[src/design/ubxfr_pkg.sv]
// Shared constants and types for the UBX frame receiver.
`default_nettype none
package ubxfr_pkg;

  localparam logic [7:0] SYNC_FIRST  = 8'hB5;
  localparam logic [7:0] SYNC_SECOND = 8'h62;

  localparam int unsigned ADDR_W = 4;
  localparam int unsigned DATA_W = 32;

  localparam logic [1:0] REG_MESSAGE_CLASS  = 2'd0;
  localparam logic [1:0] REG_MESSAGE_ID     = 2'd1;
  localparam logic [1:0] REG_PAYLOAD_LENGTH = 2'd2;

  localparam logic [7:0]  RST_MESSAGE_CLASS  = 8'h01;
  localparam logic [7:0]  RST_MESSAGE_ID     = 8'h07;
  localparam logic [15:0] RST_PAYLOAD_LENGTH = 16'd92;

  typedef struct packed {
    logic [7:0]  message_class;
    logic [7:0]  message_id;
    logic [15:0] payload_length;
  } cfg_t;

endpackage
`default_nettype wire

[src/design/ubxfr_cfg_regs.sv]
// APB configuration registers: message class, message ID and payload length.
`default_nettype none
module ubxfr_cfg_regs (
  input  wire logic                          clk,
  input  wire logic                          rst_n,
  input  wire logic                          psel,
  input  wire logic                          penable,
  input  wire logic                          pwrite,
  input  wire logic [ubxfr_pkg::ADDR_W-1:0]  paddr,
  input  wire logic [ubxfr_pkg::DATA_W-1:0]  pwdata,
  output logic      [ubxfr_pkg::DATA_W-1:0]  prdata,
  output logic                               pready,
  output ubxfr_pkg::cfg_t                    cfg
);

  ubxfr_pkg::cfg_t cfg_r;
  ubxfr_pkg::cfg_t cfg_nxt;
  logic            wr_en;
  logic [1:0]      reg_idx;

  assign pready  = 1'b1;
  assign wr_en   = psel & penable & pwrite;
  assign reg_idx = paddr[ubxfr_pkg::ADDR_W-1:2];
  assign cfg     = cfg_r;

  always_comb begin
    cfg_nxt = cfg_r;
    if (wr_en) begin
      unique case (reg_idx)
        ubxfr_pkg::REG_MESSAGE_CLASS:  cfg_nxt.message_class  = pwdata[7:0];
        ubxfr_pkg::REG_MESSAGE_ID:     cfg_nxt.message_id     = pwdata[7:0];
        ubxfr_pkg::REG_PAYLOAD_LENGTH: cfg_nxt.payload_length = pwdata[15:0];
        default:                       cfg_nxt = cfg_r;
      endcase
    end
  end

  always_comb begin
    unique case (reg_idx)
      ubxfr_pkg::REG_MESSAGE_CLASS:  prdata = {24'd0, cfg_r.message_class};
      ubxfr_pkg::REG_MESSAGE_ID:     prdata = {24'd0, cfg_r.message_id};
      ubxfr_pkg::REG_PAYLOAD_LENGTH: prdata = {16'd0, cfg_r.payload_length};
      default:                       prdata = '0;
    endcase
  end

  always_ff @(posedge clk) begin
    if (!rst_n) begin
      cfg_r.message_class  <= ubxfr_pkg::RST_MESSAGE_CLASS;
      cfg_r.message_id     <= ubxfr_pkg::RST_MESSAGE_ID;
      cfg_r.payload_length <= ubxfr_pkg::RST_PAYLOAD_LENGTH;
    end else begin
      cfg_r <= cfg_nxt;
    end
  end

endmodule
`default_nettype wire

[src/design/ubx_frame_receiver.sv]
// UBX frame receiver: sync hunt, header check, Fletcher-8 checksum, payload output.
//
// Input channel (in_valid/in_ready/in_rx_byte) takes one raw receiver byte per
// request. The block hunts for the sync pair B5 62, checks class, ID and the
// little-endian length against the configured registers and runs the 8-bit
// Fletcher checksum over header and payload.
// Output channel (out_valid/out_ready) carries one request per payload byte
// with its offset, and one end request after the two checksum bytes with
// out_checksum_good set when both checksum bytes matched.
// A result is registered and appears at the output in the cycle after its input
// byte is accepted. Throughput: one byte per cycle while the output is not stalled;
// the per-byte state update is a single register stage behind the input handshake.
// The output register drains while the next byte is taken; in_ready drops only
// when a result is held and out_ready is low, so a stalled receiver stalls
// the input one-for-one without losing results.
// Reset (rst_n, synchronous) returns the parser to hunting, empties the
// output register and loads class 0x01, ID 0x07, length 92.
// Registers over APB at byte addresses 0x0, 0x4, 0x8; write only while idle.
`default_nettype none
module ubx_frame_receiver (
  input  wire logic                          clk,
  input  wire logic                          rst_n,
  input  wire logic                          in_valid,
  output logic                               in_ready,
  input  wire logic [7:0]                    in_rx_byte,
  output logic                               out_valid,
  input  wire logic                          out_ready,
  output logic                               out_is_end,
  output logic      [7:0]                    out_payload_byte,
  output logic      [15:0]                   out_byte_offset,
  output logic                               out_checksum_good,
  input  wire logic                          psel,
  input  wire logic                          penable,
  input  wire logic                          pwrite,
  input  wire logic [ubxfr_pkg::ADDR_W-1:0]  paddr,
  input  wire logic [ubxfr_pkg::DATA_W-1:0]  pwdata,
  output logic      [ubxfr_pkg::DATA_W-1:0]  prdata,
  output logic                               pready
);

  typedef enum logic [3:0] {
    PH_HUNT1, PH_HUNT2, PH_CLASS, PH_ID, PH_LEN_LO,
    PH_LEN_HI, PH_PAYLOAD, PH_CK_A, PH_CK_B
  } phase_t;

  ubxfr_pkg::cfg_t cfg;

  phase_t      phase_r, phase_nxt;
  logic [7:0]  sum_a_r, sum_a_nxt;
  logic [7:0]  sum_b_r, sum_b_nxt;
  logic [15:0] count_r, count_nxt;
  logic [7:0]  len_lo_r, len_lo_nxt;
  logic        ck_a_ok_r, ck_a_ok_nxt;

  logic        out_valid_r, out_valid_nxt;
  logic        out_is_end_r, out_is_end_nxt;
  logic [7:0]  out_byte_r, out_byte_nxt;
  logic [15:0] out_offset_r, out_offset_nxt;
  logic        out_good_r, out_good_nxt;

  logic        accept;
  logic        emit;
  logic [7:0]  add_a;
  logic [7:0]  add_b;
  logic [15:0] count_inc;
  phase_t      reject_phase;

  ubxfr_cfg_regs u_cfg_regs (
    .clk     (clk),
    .rst_n   (rst_n),
    .psel    (psel),
    .penable (penable),
    .pwrite  (pwrite),
    .paddr   (paddr),
    .pwdata  (pwdata),
    .prdata  (prdata),
    .pready  (pready),
    .cfg     (cfg)
  );

  assign in_ready = !out_valid_r || out_ready;
  assign accept   = in_valid && in_ready;

  assign add_a        = sum_a_r + in_rx_byte;
  assign add_b        = sum_b_r + add_a;
  assign count_inc    = (count_r != 16'hFFFF) ? count_r + 16'd1 : count_r;
  assign reject_phase = (in_rx_byte == ubxfr_pkg::SYNC_FIRST) ? PH_HUNT2 : PH_HUNT1;

  always_comb begin
    phase_nxt   = phase_r;
    sum_a_nxt   = sum_a_r;
    sum_b_nxt   = sum_b_r;
    count_nxt   = count_r;
    len_lo_nxt  = len_lo_r;
    ck_a_ok_nxt = ck_a_ok_r;
    emit           = 1'b0;
    out_is_end_nxt = 1'b0;
    out_byte_nxt   = 8'd0;
    out_offset_nxt = count_r;
    out_good_nxt   = 1'b0;
    unique case (phase_r)
      PH_HUNT1: begin
        phase_nxt = reject_phase;
      end
      PH_HUNT2: begin
        if (in_rx_byte == ubxfr_pkg::SYNC_SECOND) begin
          phase_nxt   = PH_CLASS;
          sum_a_nxt   = 8'd0;
          sum_b_nxt   = 8'd0;
          count_nxt   = 16'd0;
          ck_a_ok_nxt = 1'b0;
        end else begin
          phase_nxt = reject_phase;
        end
      end
      PH_CLASS: begin
        if (in_rx_byte == cfg.message_class) begin
          sum_a_nxt = add_a;
          sum_b_nxt = add_b;
          phase_nxt = PH_ID;
        end else begin
          phase_nxt = reject_phase;
        end
      end
      PH_ID: begin
        if (in_rx_byte == cfg.message_id) begin
          sum_a_nxt = add_a;
          sum_b_nxt = add_b;
          phase_nxt = PH_LEN_LO;
        end else begin
          phase_nxt = reject_phase;
        end
      end
      PH_LEN_LO: begin
        len_lo_nxt = in_rx_byte;
        sum_a_nxt  = add_a;
        sum_b_nxt  = add_b;
        phase_nxt  = PH_LEN_HI;
      end
      PH_LEN_HI: begin
        if ({in_rx_byte, len_lo_r} == cfg.payload_length) begin
          sum_a_nxt = add_a;
          sum_b_nxt = add_b;
          count_nxt = 16'd0;
          phase_nxt = (cfg.payload_length == 16'd0) ? PH_CK_A : PH_PAYLOAD;
        end else begin
          phase_nxt = reject_phase;
        end
      end
      PH_PAYLOAD: begin
        sum_a_nxt    = add_a;
        sum_b_nxt    = add_b;
        emit         = 1'b1;
        out_byte_nxt = in_rx_byte;
        count_nxt    = count_inc;
        if (count_inc >= cfg.payload_length) begin
          phase_nxt = PH_CK_A;
        end
      end
      PH_CK_A: begin
        ck_a_ok_nxt = (in_rx_byte == sum_a_r);
        phase_nxt   = PH_CK_B;
      end
      PH_CK_B: begin
        emit           = 1'b1;
        out_is_end_nxt = 1'b1;
        out_good_nxt   = ck_a_ok_r && (in_rx_byte == sum_b_r);
        phase_nxt      = PH_HUNT1;
      end
      default: begin
        phase_nxt = PH_HUNT1;
      end
    endcase
  end

  always_comb begin
    if (accept && emit) begin
      out_valid_nxt = 1'b1;
    end else if (out_ready) begin
      out_valid_nxt = 1'b0;
    end else begin
      out_valid_nxt = out_valid_r;
    end
  end

  always_ff @(posedge clk) begin
    if (!rst_n) begin
      phase_r      <= PH_HUNT1;
      sum_a_r      <= 8'd0;
      sum_b_r      <= 8'd0;
      count_r      <= 16'd0;
      len_lo_r     <= 8'd0;
      ck_a_ok_r    <= 1'b0;
      out_valid_r  <= 1'b0;
      out_is_end_r <= 1'b0;
      out_byte_r   <= 8'd0;
      out_offset_r <= 16'd0;
      out_good_r   <= 1'b0;
    end else begin
      out_valid_r <= out_valid_nxt;
      if (accept) begin
        phase_r   <= phase_nxt;
        sum_a_r   <= sum_a_nxt;
        sum_b_r   <= sum_b_nxt;
        count_r   <= count_nxt;
        len_lo_r  <= len_lo_nxt;
        ck_a_ok_r <= ck_a_ok_nxt;
      end
      if (accept && emit) begin
        out_is_end_r <= out_is_end_nxt;
        out_byte_r   <= out_byte_nxt;
        out_offset_r <= out_offset_nxt;
        out_good_r   <= out_good_nxt;
      end
    end
  end

  assign out_valid         = out_valid_r;
  assign out_is_end        = out_is_end_r;
  assign out_payload_byte  = out_byte_r;
  assign out_byte_offset   = out_offset_r;
  assign out_checksum_good = out_good_r;

endmodule
`default_nettype wire
[config.mk]
export PLATFORM = sky130hd
export DESIGN_NAME = ubx_frame_receiver
export DESIGN_NICKNAME = d
export VERILOG_FILES = /design/src/design/ubxfr_pkg.sv /design/src/design/ubxfr_cfg_regs.sv /design/src/design/ubx_frame_receiver.sv
export SDC_FILE = /design/constraint.sdc
export NUM_CORES = 1
export LEC_CHECK = 0
export CORE_MARGIN = 2
export CORE_UTILIZATION = 30
export DETAILED_ROUTE_END_ITERATION = 7
export DONT_BUFFER_PORTS = 1
export GPL_TIMING_DRIVEN = 1
export PLACE_DENSITY = 0.48
export SLEW_MARGIN = 20
export SYNTH_ARGS = -nofsm -noshare
export SYNTH_HDL_FRONTEND = slang
export SYNTH_SLANG_ARGS = --single-unit
[constraint.sdc]
create_clock -name clk -period 4.09 [get_ports clk]
set_clock_uncertainty 0.05 [all_clocks]
set_input_delay 0.409 -clock clk [delete_from_list [all_inputs] [get_ports clk]]
set_output_delay 0.409 -clock clk [all_outputs]
set_load 0.01 [all_outputs]
Word-level counts from Yosys, hierarchy flattened --
Index checks and enable logic that the tools add are counted.
Storage, ports and cells: register bits 104, latch bits 0, bits in writable memories 0, bits in read-only memories 0, input bits 51, logic and storage cells 95, memories 0
Operators by class: $add $sub $neg 3, multipliers 0, divide/modulo/power cells 0, $lt $le $gt $ge 1, equal/unequal tests 23, shift-type cells 0, multiplexer cells 30, bitwise logic cells 2, reduce and logical (&&, ||, !) cells 22
Operators by type and width (count):
- $pmux W16 S3 | 2
- $pmux W8 S5 | 2
- $mux W8 | 8
- $mux W16 | 3
- $eq A8 B8 Y1 | 4
- $pmux W4 S8 | 1
- $add A16 B1 Y16 const B | 1
- $add A8 B8 Y8 | 2
- $eq A16 B16 Y1 | 1
- $eq A4 B3 Y1 const B | 4
- $ge A16 B16 Y1 | 1
- $logic_not A16 Y1 | 1
- $ne A16 B16 Y1 const B | 1
- $ne A2 B2 Y1 const B | 5
- $reduce_and A2 Y1 | 5
- $eq A4 B2 Y1 const B | 2
- $eq A8 B7 Y1 const B | 1
- $eq A8 B8 Y1 const B | 1
- $mux W1 | 8
- $mux W3 | 2
- $reduce_and A6 Y1 | 1
- $reduce_bool A5 Y1 | 1
- $eq A4 B1 Y1 const B | 1
- $eq A4 B4 Y1 const B | 1
- other kinds (16) | 22

Logic depth before layout (Yosys ltp) --
Gate-level depths: netlist of run 1.
word-level depth 5, depth in mapped cells 16, gate-level depth less buffers 16

Hierarchy --
Synthesis of run 1 repeated with hierarchy kept, for this count alone.
Second synthesis, totals: cell total of the unflattened synthesis 793, area total of the unflattened synthesis 6548.8 µm²
Modules (own cells, without submodules):
- ubx_frame_receiver | times used 1, cells an instance 605, area each 4889.7 µm²
- ubxfr_cfg_regs | times used 1, cells an instance 188, area each 1659.1 µm²

Worst setup path before layout of run 1 --
OpenSTA, ideal clock, no wires.
kind reg2reg, start reg count_r[0], end reg phase_r[0], library setup time 119 ps, arrival time 2940 ps, data required time 3921 ps, path slack 981 ps, stages on the path, launching flop included 15, buffers on the path 0, period minus slack after synthesis 3109 ps, cells stage by stage dfxtp_1 -> ha_1 -> nand3_1 -> nor3_1 -> nand2_1 -> and4_1 -> xor2_1 -> ha_1 -> o21a_1 -> o21ai_0 -> o21ai_0 -> nand2_1 -> a31oi_1 -> o31ai_1 -> o221a_2
On the way: cells in the longest elaborated chain, start to end 5
RTL lines:
- start, declared | RTL line ubx_frame_receiver.sv:51 | logic [15:0] count_r, count_nxt;
- start signal, assigned | RTL line ubx_frame_receiver.sv:205 | count_r <= count_nxt;
- $add A16 B1 Y16 / $ne A16 B16 Y1 (equally long branches) | RTL line ubx_frame_receiver.sv:86 | assign count_inc = (count_r != 16'hFFFF) ? count_r + 16'd1 : count_r;
- $mux W16 (*) | RTL line ubx_frame_receiver.sv:86
- $ge A16 B16 Y1 (*) | RTL line ubx_frame_receiver.sv:156 | if (count_inc >= cfg.payload_length) begin
- $ne A2 B2 Y1 (no line) (*)
- $reduce_and A2 Y1 (no line) (*)
- end signal, assigned | RTL line ubx_frame_receiver.sv:202 | phase_r <= phase_nxt;
- end, declared | RTL line ubx_frame_receiver.sv:48 | phase_t phase_r, phase_nxt;
Mark *: on every way between the ends. The rest lies on a longest branch, timed or not. A chain may end at the register's enable or synchronous reset.

Worst setup path in the final report of run 1 --
start reg count_r[0], end reg phase_r[2]
Same word-level chain as after synthesis.

==> impl_metrics.csv, run 1 <==
group,metric,value,unit
setup_path,required,4.30,ns
sta,max_slew_margin,0.311,
floorplan,dieWidth,148,µm
placement,placed_cells,1016,
detailed_routing,ant_nets,0,
sta,period_share,0.834,
sta,tightest_slew,1.03,ns
job,drv_cap,0,
logic_synthesis,netlist_instances,791,
detailed_routing,vias,5157,
global_routing,grt_pass1_vias,4950,
cells_and_area,final_nets,841,
cells_and_area,multi_input_area,3780,µm²
logic_synthesis,ys_warn_count,0,
cells_and_area,antenna_cells,0,
logic_synthesis,yosys.area_share.adder,0.0686,
clock_network,cts_root_buf,"clkbuf_16",
cells_and_area,layout.cells.non_filler,1032,
setup_path,critPathMaxStageDelay,0.47,ns
global_routing,grt_pass1_wl,28300,µm
sta,max_freq,293,MHz
placement,dp_hpwl,12500,µm
setup_path,path_delay_family,"simple AND/OR/NAND/NOR gates",
floorplan,die-area,22000,µm²
power_and_ir_drop,ir_worst_vdd,0.000165,V
logic_synthesis,ys.flop_type,"dfxtp_1",
sta,holdWs,0.0671,ns
logic_synthesis,synth_edf_count,0,
logic_synthesis,yosys.area.top_type,"dfxtp_1",
placement,port_buffers,0,
status,run_status,"completed",
hold_path,min_from,"rst_n",
cells_and_area,fill_cells,2185,
detailed_routing,routedWlPerCell,17.2,µm
sta,slew_viol_final,0,
logic_synthesis,yosysMostFrequentCell,"nand2_1",
sta,finalHoldViolCount,0,
clock_network,clockBufferDepth,2,
power_and_ir_drop,report.power.total,1.98,mW
cells_and_area,drive_gt1_frac,0.0446,
detailed_routing,route.detailed.drc,0,
logic_synthesis,synth_top_family_by_area,"simple AND/OR/NAND/NOR gates",
setup_path,cp.arrival,3.62,ns
logic_synthesis,avgSynthCellArea,7.89,µm²
setup_path,r2r_setup_slack,0.68,ns
logic_synthesis,ys_ff_latch,104,
logic_synthesis,synthSimpleGateAreaFrac,0.235,
logic_synthesis,synthXorXnorAreaFrac,0.0885,
clock_network,clkSinkCount,104,
sta,fin_crit,3.41,ns
power_and_ir_drop,p_leak,2.52,nW
cells_and_area,seqCellArea,2080,µm²
logic_synthesis,synth_compound_gate_area_share,0.159,
detailed_routing,finalWirelength,17800,µm
logic_synthesis,yosysUniqueCellTypes,61,
setup_path,critPathCaptureType,"register",
clock_network,post_cts_resized,0,
setup_path,critPathBufInv,1,
setup_path,criticalPathCategory,"reg2reg",
cells_and_area,syn2layout_area_growth,6.14,%
setup_path,crit_start,"count_r[0]",
detailed_routing,viasPerCell,5.00,
clock_network,cts_setup_buffers,0,
global_routing,track_usage,0.164,
power_and_ir_drop,power_density,299,nW/µm²
setup_path,cp_max_fo,9,
hold_path,holdCritPathClass,"in2reg",
sta,rsz0062_at_grt,"false",
sta,setup_viol,0,
logic_synthesis,synth_area,6240,µm²
floorplan,ios,112,
setup_path,crit_path_cell_trace,"ha_1 -> nand3_1 -> nor3_1 -> nand2_1 -> and4_1 -> xor2_1 -> ha_1 -> a2111oi_0 -> o21ai_0 -> nand2_1 -> a31oi_1 -> buf_4 -> nor3b_1 -> o21a_1",
setup_path,r2r_start,"count_r[0]",
clock_network,cts_made_buffers,9,
detailed_routing,dr.pass1.iters,4,
logic_synthesis,yosys-top-cells-count,"133 x nand2_1, 104 x dfxtp_1, 70 x a21oi_1, 56 x nor2_1, 39 x xnor2_1",
global_routing,grt_max_degree,78,
detailed_routing,drt_iter0_drc,315,
logic_synthesis,yosysTopAreaCellShare,0.334,
logic_synthesis,seq_area_frac_synth,0.334,
setup_path,cp-start-kind,"register",
global_routing,grt_overflow,0,
sta,fin_ws,0.677,ns
clock_network,clk_latency,0.36,ns
setup_path,slowest_stage,"dfxtp_1",
floorplan,core,20300,µm²
clock_network,cts_tree,"yes",
logic_synthesis,muxShareOfSynthArea,0.0421,
clock_network,clk_pin_slew,0.08,ns
floorplan,die_h,148,µm
logic_synthesis,async_flop_share,0,
placement,globalplace.congestion,0.777,
floorplan,initial_core_util,0.307,
placement,place_ws,0.696,ns
sta,setup-tns-final,0,ns
clock_network,cts_hold_buf,0,
logic_synthesis,yosys-top-cells-area,"dfxtp_1 33%, nand2_1 8.0%, ha_1 6.2%",
clock_network,h-tree-depth,3,
floorplan,fp-row-count,52,
global_routing,antenna_found_initial,0,
-- stage by stage --
step / util / cell area (µm²)
6_report: 0.326 / 6620
5_1_grt: 0.326 / 6620
4_1_cts: 0.326 / 6610
3_5_place_dp: 0.312 / 6330
3_3_place_gp: 0.312 / 6330
2_1_floorplan: - / 6290
-- logic make-up (layout without fill, tap and decap cells) --
family | Yosys count | after routing
and+or+nand+nor | 312 | 312
AOI/OAI and AO/OA | 160 | 160
DFF | 104 | 104
buffers and inverters | 91 | 47
xor gates and xnor gates | 63 | 63
adders and majority gates | 33 | 33
muxes | 26 | 26
other | 2 | 17
-- power by group --
group	internal, mW	total (mW)	switching [mW]
combinational	0.0403	0.107	0.0665
clock	0.431	0.845	0.414
sequential	1.02	1.03	0.00932
-- sequential cells by signal, indices dropped and copies added, names as in the netlist, 4 cells and up --
name,cells
count_r,16
len_lo_r,8
out_byte_offset,16
out_payload_byte,8
phase_r,4
sum_a_r,8
sum_b_r,8
u_cfg_regs.cfg,32
-- layout by cell type, fill, tap and decap left out, types with 24 or more instances in the layout --
cell type and count:
mux2i_1 24, nand3_1 36, o21ai_0 29, nand2_1 133
inv_1 25, xor2_1 24, xnor2_1 39, dfxtp_1 104
ha_1 31, nor2_1 56, a21oi_1 70
-- per-layer routing --
metal	wire length, µm	vias to the layer above	track usage	part of all wire
li1	-	2640	-	-
met1	8300	2400	0.211	0.47
met2	8410	94	0.277	0.47
met3	695	23	0.0368	0.039
met4	368	0	0.0448	0.021
met5	0	-	0	0
-- layout make-up --
type | count | share of cell area
clock buffer | 10 | 0.0361
clock inverter | 6 | 0.00680
inverter | 26 | 0.0147
multi-input combinational | 611 | 0.571
sequential | 104 | 0.314
tap | 270 | 0.0510
timing repair buffer | 5 | 0.00567
-- worst paths after layout --
path / end / cells past startpoint
max: phase_r[2] / 14
min: u_cfg_regs.cfg[24] / 1
max reg2reg: phase_r[2] / 14
min reg2reg: sum_a_r[3] / 2
Note: power is estimated with default switching activity, not from simulation.
==> inputs of run 2 (changes only) <==
--- a/config.mk
+++ b/config.mk
@@ -10,7 +10,7 @@
 export DETAILED_ROUTE_END_ITERATION = 7
 export DONT_BUFFER_PORTS = 1
 export GPL_TIMING_DRIVEN = 1
-export PLACE_DENSITY = 0.48
+export PLACE_DENSITY = 0.49
 export SLEW_MARGIN = 20
 export SYNTH_ARGS = -nofsm -noshare
 export SYNTH_HDL_FRONTEND = slang
==> constraint.sdc (replaced) <==
create_clock -name clk -period 3.04 [get_ports clk]
set_clock_uncertainty 0.05 [all_clocks]
set_input_delay 0.304 -clock clk [delete_from_list [all_inputs] [get_ports clk]]
set_output_delay 0.304 -clock clk [all_outputs]
set_load 0.01 [all_outputs]
==> run 2 against run 1 <==
Effect of this change:
- largest cell class unchanged
- clock power up 43%
- final cell count increased by 5.8%
- register-to-register slack got worse by 0.56 ns
- global-route usage grew 0.37 points
- sequential power increased by 34%
- sequential share of layout area is 2.6 points lower
- highest routed layer unchanged
- final area grew 9.2%
==> impl_metrics.csv, run 2 (synthesized netlist as in run 1, its figures left out) <==
group,metric,value,unit
status,run_status,"completed",
global_routing,met2_usage,0.291,
placement,dp_hpwl,13300,µm
detailed_routing,dr.pass1.iters,4,
sta,max_freq,342,MHz
floorplan,ios,112,
setup_path,cp-start-kind,"register",
hold_path,min_path_cells,2,
detailed_routing,routedWlPerCell,16.7,µm
cells_and_area,final_common_cell,"nand2_1",
clock_network,clk_pin_slew,0.08,ns
setup_path,required,3.25,ns
detailed_routing,drt_iter0_drc,237,
sta,setup_viol,0,
setup_path,critPathCaptureType,"register",
sta,setup-tns-final,0,ns
detailed_routing,ant_nets,0,
global_routing,busiest_layer,"met2",
sta,slew_viol_final,0,
cells_and_area,layout.cells.non_filler,1092,
sta,fin_crit,2.92,ns
floorplan,dieWidth,148,µm
power_and_ir_drop,power_density,380,nW/µm²
floorplan,core,20300,µm²
cells_and_area,final_nets,901,
detailed_routing,route.detailed.drc,0,
power_and_ir_drop,swShare,0.244,
power_and_ir_drop,ir_worst_vdd,0.000217,V
placement,port_buffers,0,
cells_and_area,antenna_cells,0,
clock_network,clkSinkCount,104,
global_routing,antenna_found_initial,0,
setup_path,cp_max_fo,6,
sta,finalHoldViolCount,0,
power_and_ir_drop,pwr-share-clk,0.442,
setup_path,crit_path_cell_trace,"buf_6 -> nand4_1 -> nor4_2 -> buf_4 -> xnor2_1 -> nand2_1 -> ha_4 -> a21o_1 -> a21o_1 -> a211oi_2 -> a21o_1 -> a31oi_4 -> nor3b_2 -> o21a_1",
power_and_ir_drop,power_frac_comb,0.058,
cells_and_area,final_util,0.356,
clock_network,cts_made_buffers,9,
global_routing,grt_max_degree,78,
power_and_ir_drop,p_leak,2.88,nW
hold_path,min_from,"pwdata[0]",
detailed_routing,viasPerCell,5.01,
global_routing,track_usage,0.168,
cells_and_area,syn2layout_area_growth,15.9,%
global_routing,grt_pass1_wl,29000,µm
setup_path,r2r_setup_slack,0.12,ns
floorplan,die_h,148,µm
floorplan,die-area,22000,µm²
power_and_ir_drop,power_switching,0.672,mW
sta,max_slew_margin,0.365,
hold_path,holdCritPathClass,"in2reg",
setup_path,cpMostUsedCell,"a21o_1",
global_routing,met3_usage,0.0347,
placement,globalplace.congestion,0.811,
cells_and_area,final_cell_mix,"132 x nand2_1, 101 x dfxtp_1, 68 x a21oi_1, 62 x buf_4, 54 x nor2_1",
clock_network,clockBufferDepth,2,
floorplan,fp-row-count,52,
setup_path,critPathMaxStageDelay,0.34,ns
hold_path,min_delay_worst_endpoint,"u_cfg_regs.cfg[24]",
setup_path,r2r_start,"count_r[0]",
job,drv_cap,0,
cells_and_area,drive_gt1_frac,0.148,
placement,placed_cells,1069,
clock_network,cts_root_buf,"clkbuf_16",
global_routing,grt_overflow,0,
global_routing,grt_pass1_vias,5283,
floorplan,initial_core_util,0.307,
cells_and_area,largest_register_ffs,32,
clock_network,h-tree-depth,3,
setup_path,cp.arrival,3.13,ns
sta,holdWs,0.0182,ns
clock_network,clk_latency,0.36,ns
global_routing,grt_util_met1,0.214,
sta,period_share,0.961,
detailed_routing,finalWirelength,18200,µm
setup_path,r2r-end,"phase_r[2]",
sta,tightest_slew,0.951,ns
setup_path,rr_worst_depth,14,
power_and_ir_drop,internal-power,2.08,mW
power_and_ir_drop,p_seq_frac,0.500,
setup_path,criticalPathCategory,"reg2reg",
setup_path,slowest_stage,"dfxtp_2",
clock_network,cts_tree,"yes",
detailed_routing,vias,5470,
cells_and_area,fill_cells,2184,
-- run 2: worst max-delay path by stage --
stage,from,end,slack [ns],cells past startpoint
after floorplan,count_r[0],phase_r[0],0.05,14
after global placement,count_r[0],phase_r[0],-0.11,14
after detailed placement,count_r[0],phase_r[0],-0.13,14
after CTS,sum_a_r[0],sum_b_r[7],0.03,14
after global routing,count_r[8],phase_r[2],-0.02,13
final,count_r[0],phase_r[2],0.12,14
-- run 2: per-layer routing --
metal,up-vias,share of wire
li1,2765,-
met1,2602,0.46
met2,87,0.49
met3,16,0.040
met4,0,0.011
met5,-,0
-- run 2: layout make-up --
class | instances | area, µm² | area share
Clock buffer | 9 | 225 | 0.0311
Clock inverter | 7 | 78.8 | 0.0109
Inverter | 26 | 97.6 | 0.0135
Multi-Input combinational cell | 611 | 3910 | 0.540
Sequential cell | 104 | 2090 | 0.288
Tap cell | 270 | 338 | 0.0467
Timing Repair Buffer | 65 | 498 | 0.0689
-- run 2: power by group through the flow --
stage | Sequential [mW] | Combinational (mW) | Clock, mW
floorplan | 1.41 | 0.162 | 0
global placement | 1.41 | 0.151 | 0
detailed placement | 1.41 | 0.152 | 0
CTS | 1.38 | 0.157 | 1.25
global route | 1.38 | 0.179 | 1.30
finish | 1.38 | 0.160 | 1.21
-- run 2: repair_timing --
action,CTS,global route
gates resized for setup,5,33
buffers inserted,1,5
pin swaps,1,16
hold buffers,1,0
endpoints found under the hold margin,8,0
endpoints found under the setup margin,4,5
-- run 2: stage by stage --
stage	setup slack [ns]	power [mW]	area, µm²
global route	-0.0165	2.86	7230
global placement	-0.105	1.56	6730
detailed placement	-0.127	1.56	6730
CTS	0.0268	2.78	7070
floorplan	0.0481	1.57	6300
finish	0.118	2.75	7230
-- run 2: critical path: cells and delay by family, from the launching register on --
kind	cells	cell delay, ns
compound gates	6	1.09
simple gates	4	0.77
flops	1	0.34
buf+inv	2	0.26
fa+ha+maj	1	0.22
xor+xnor	1	0.10
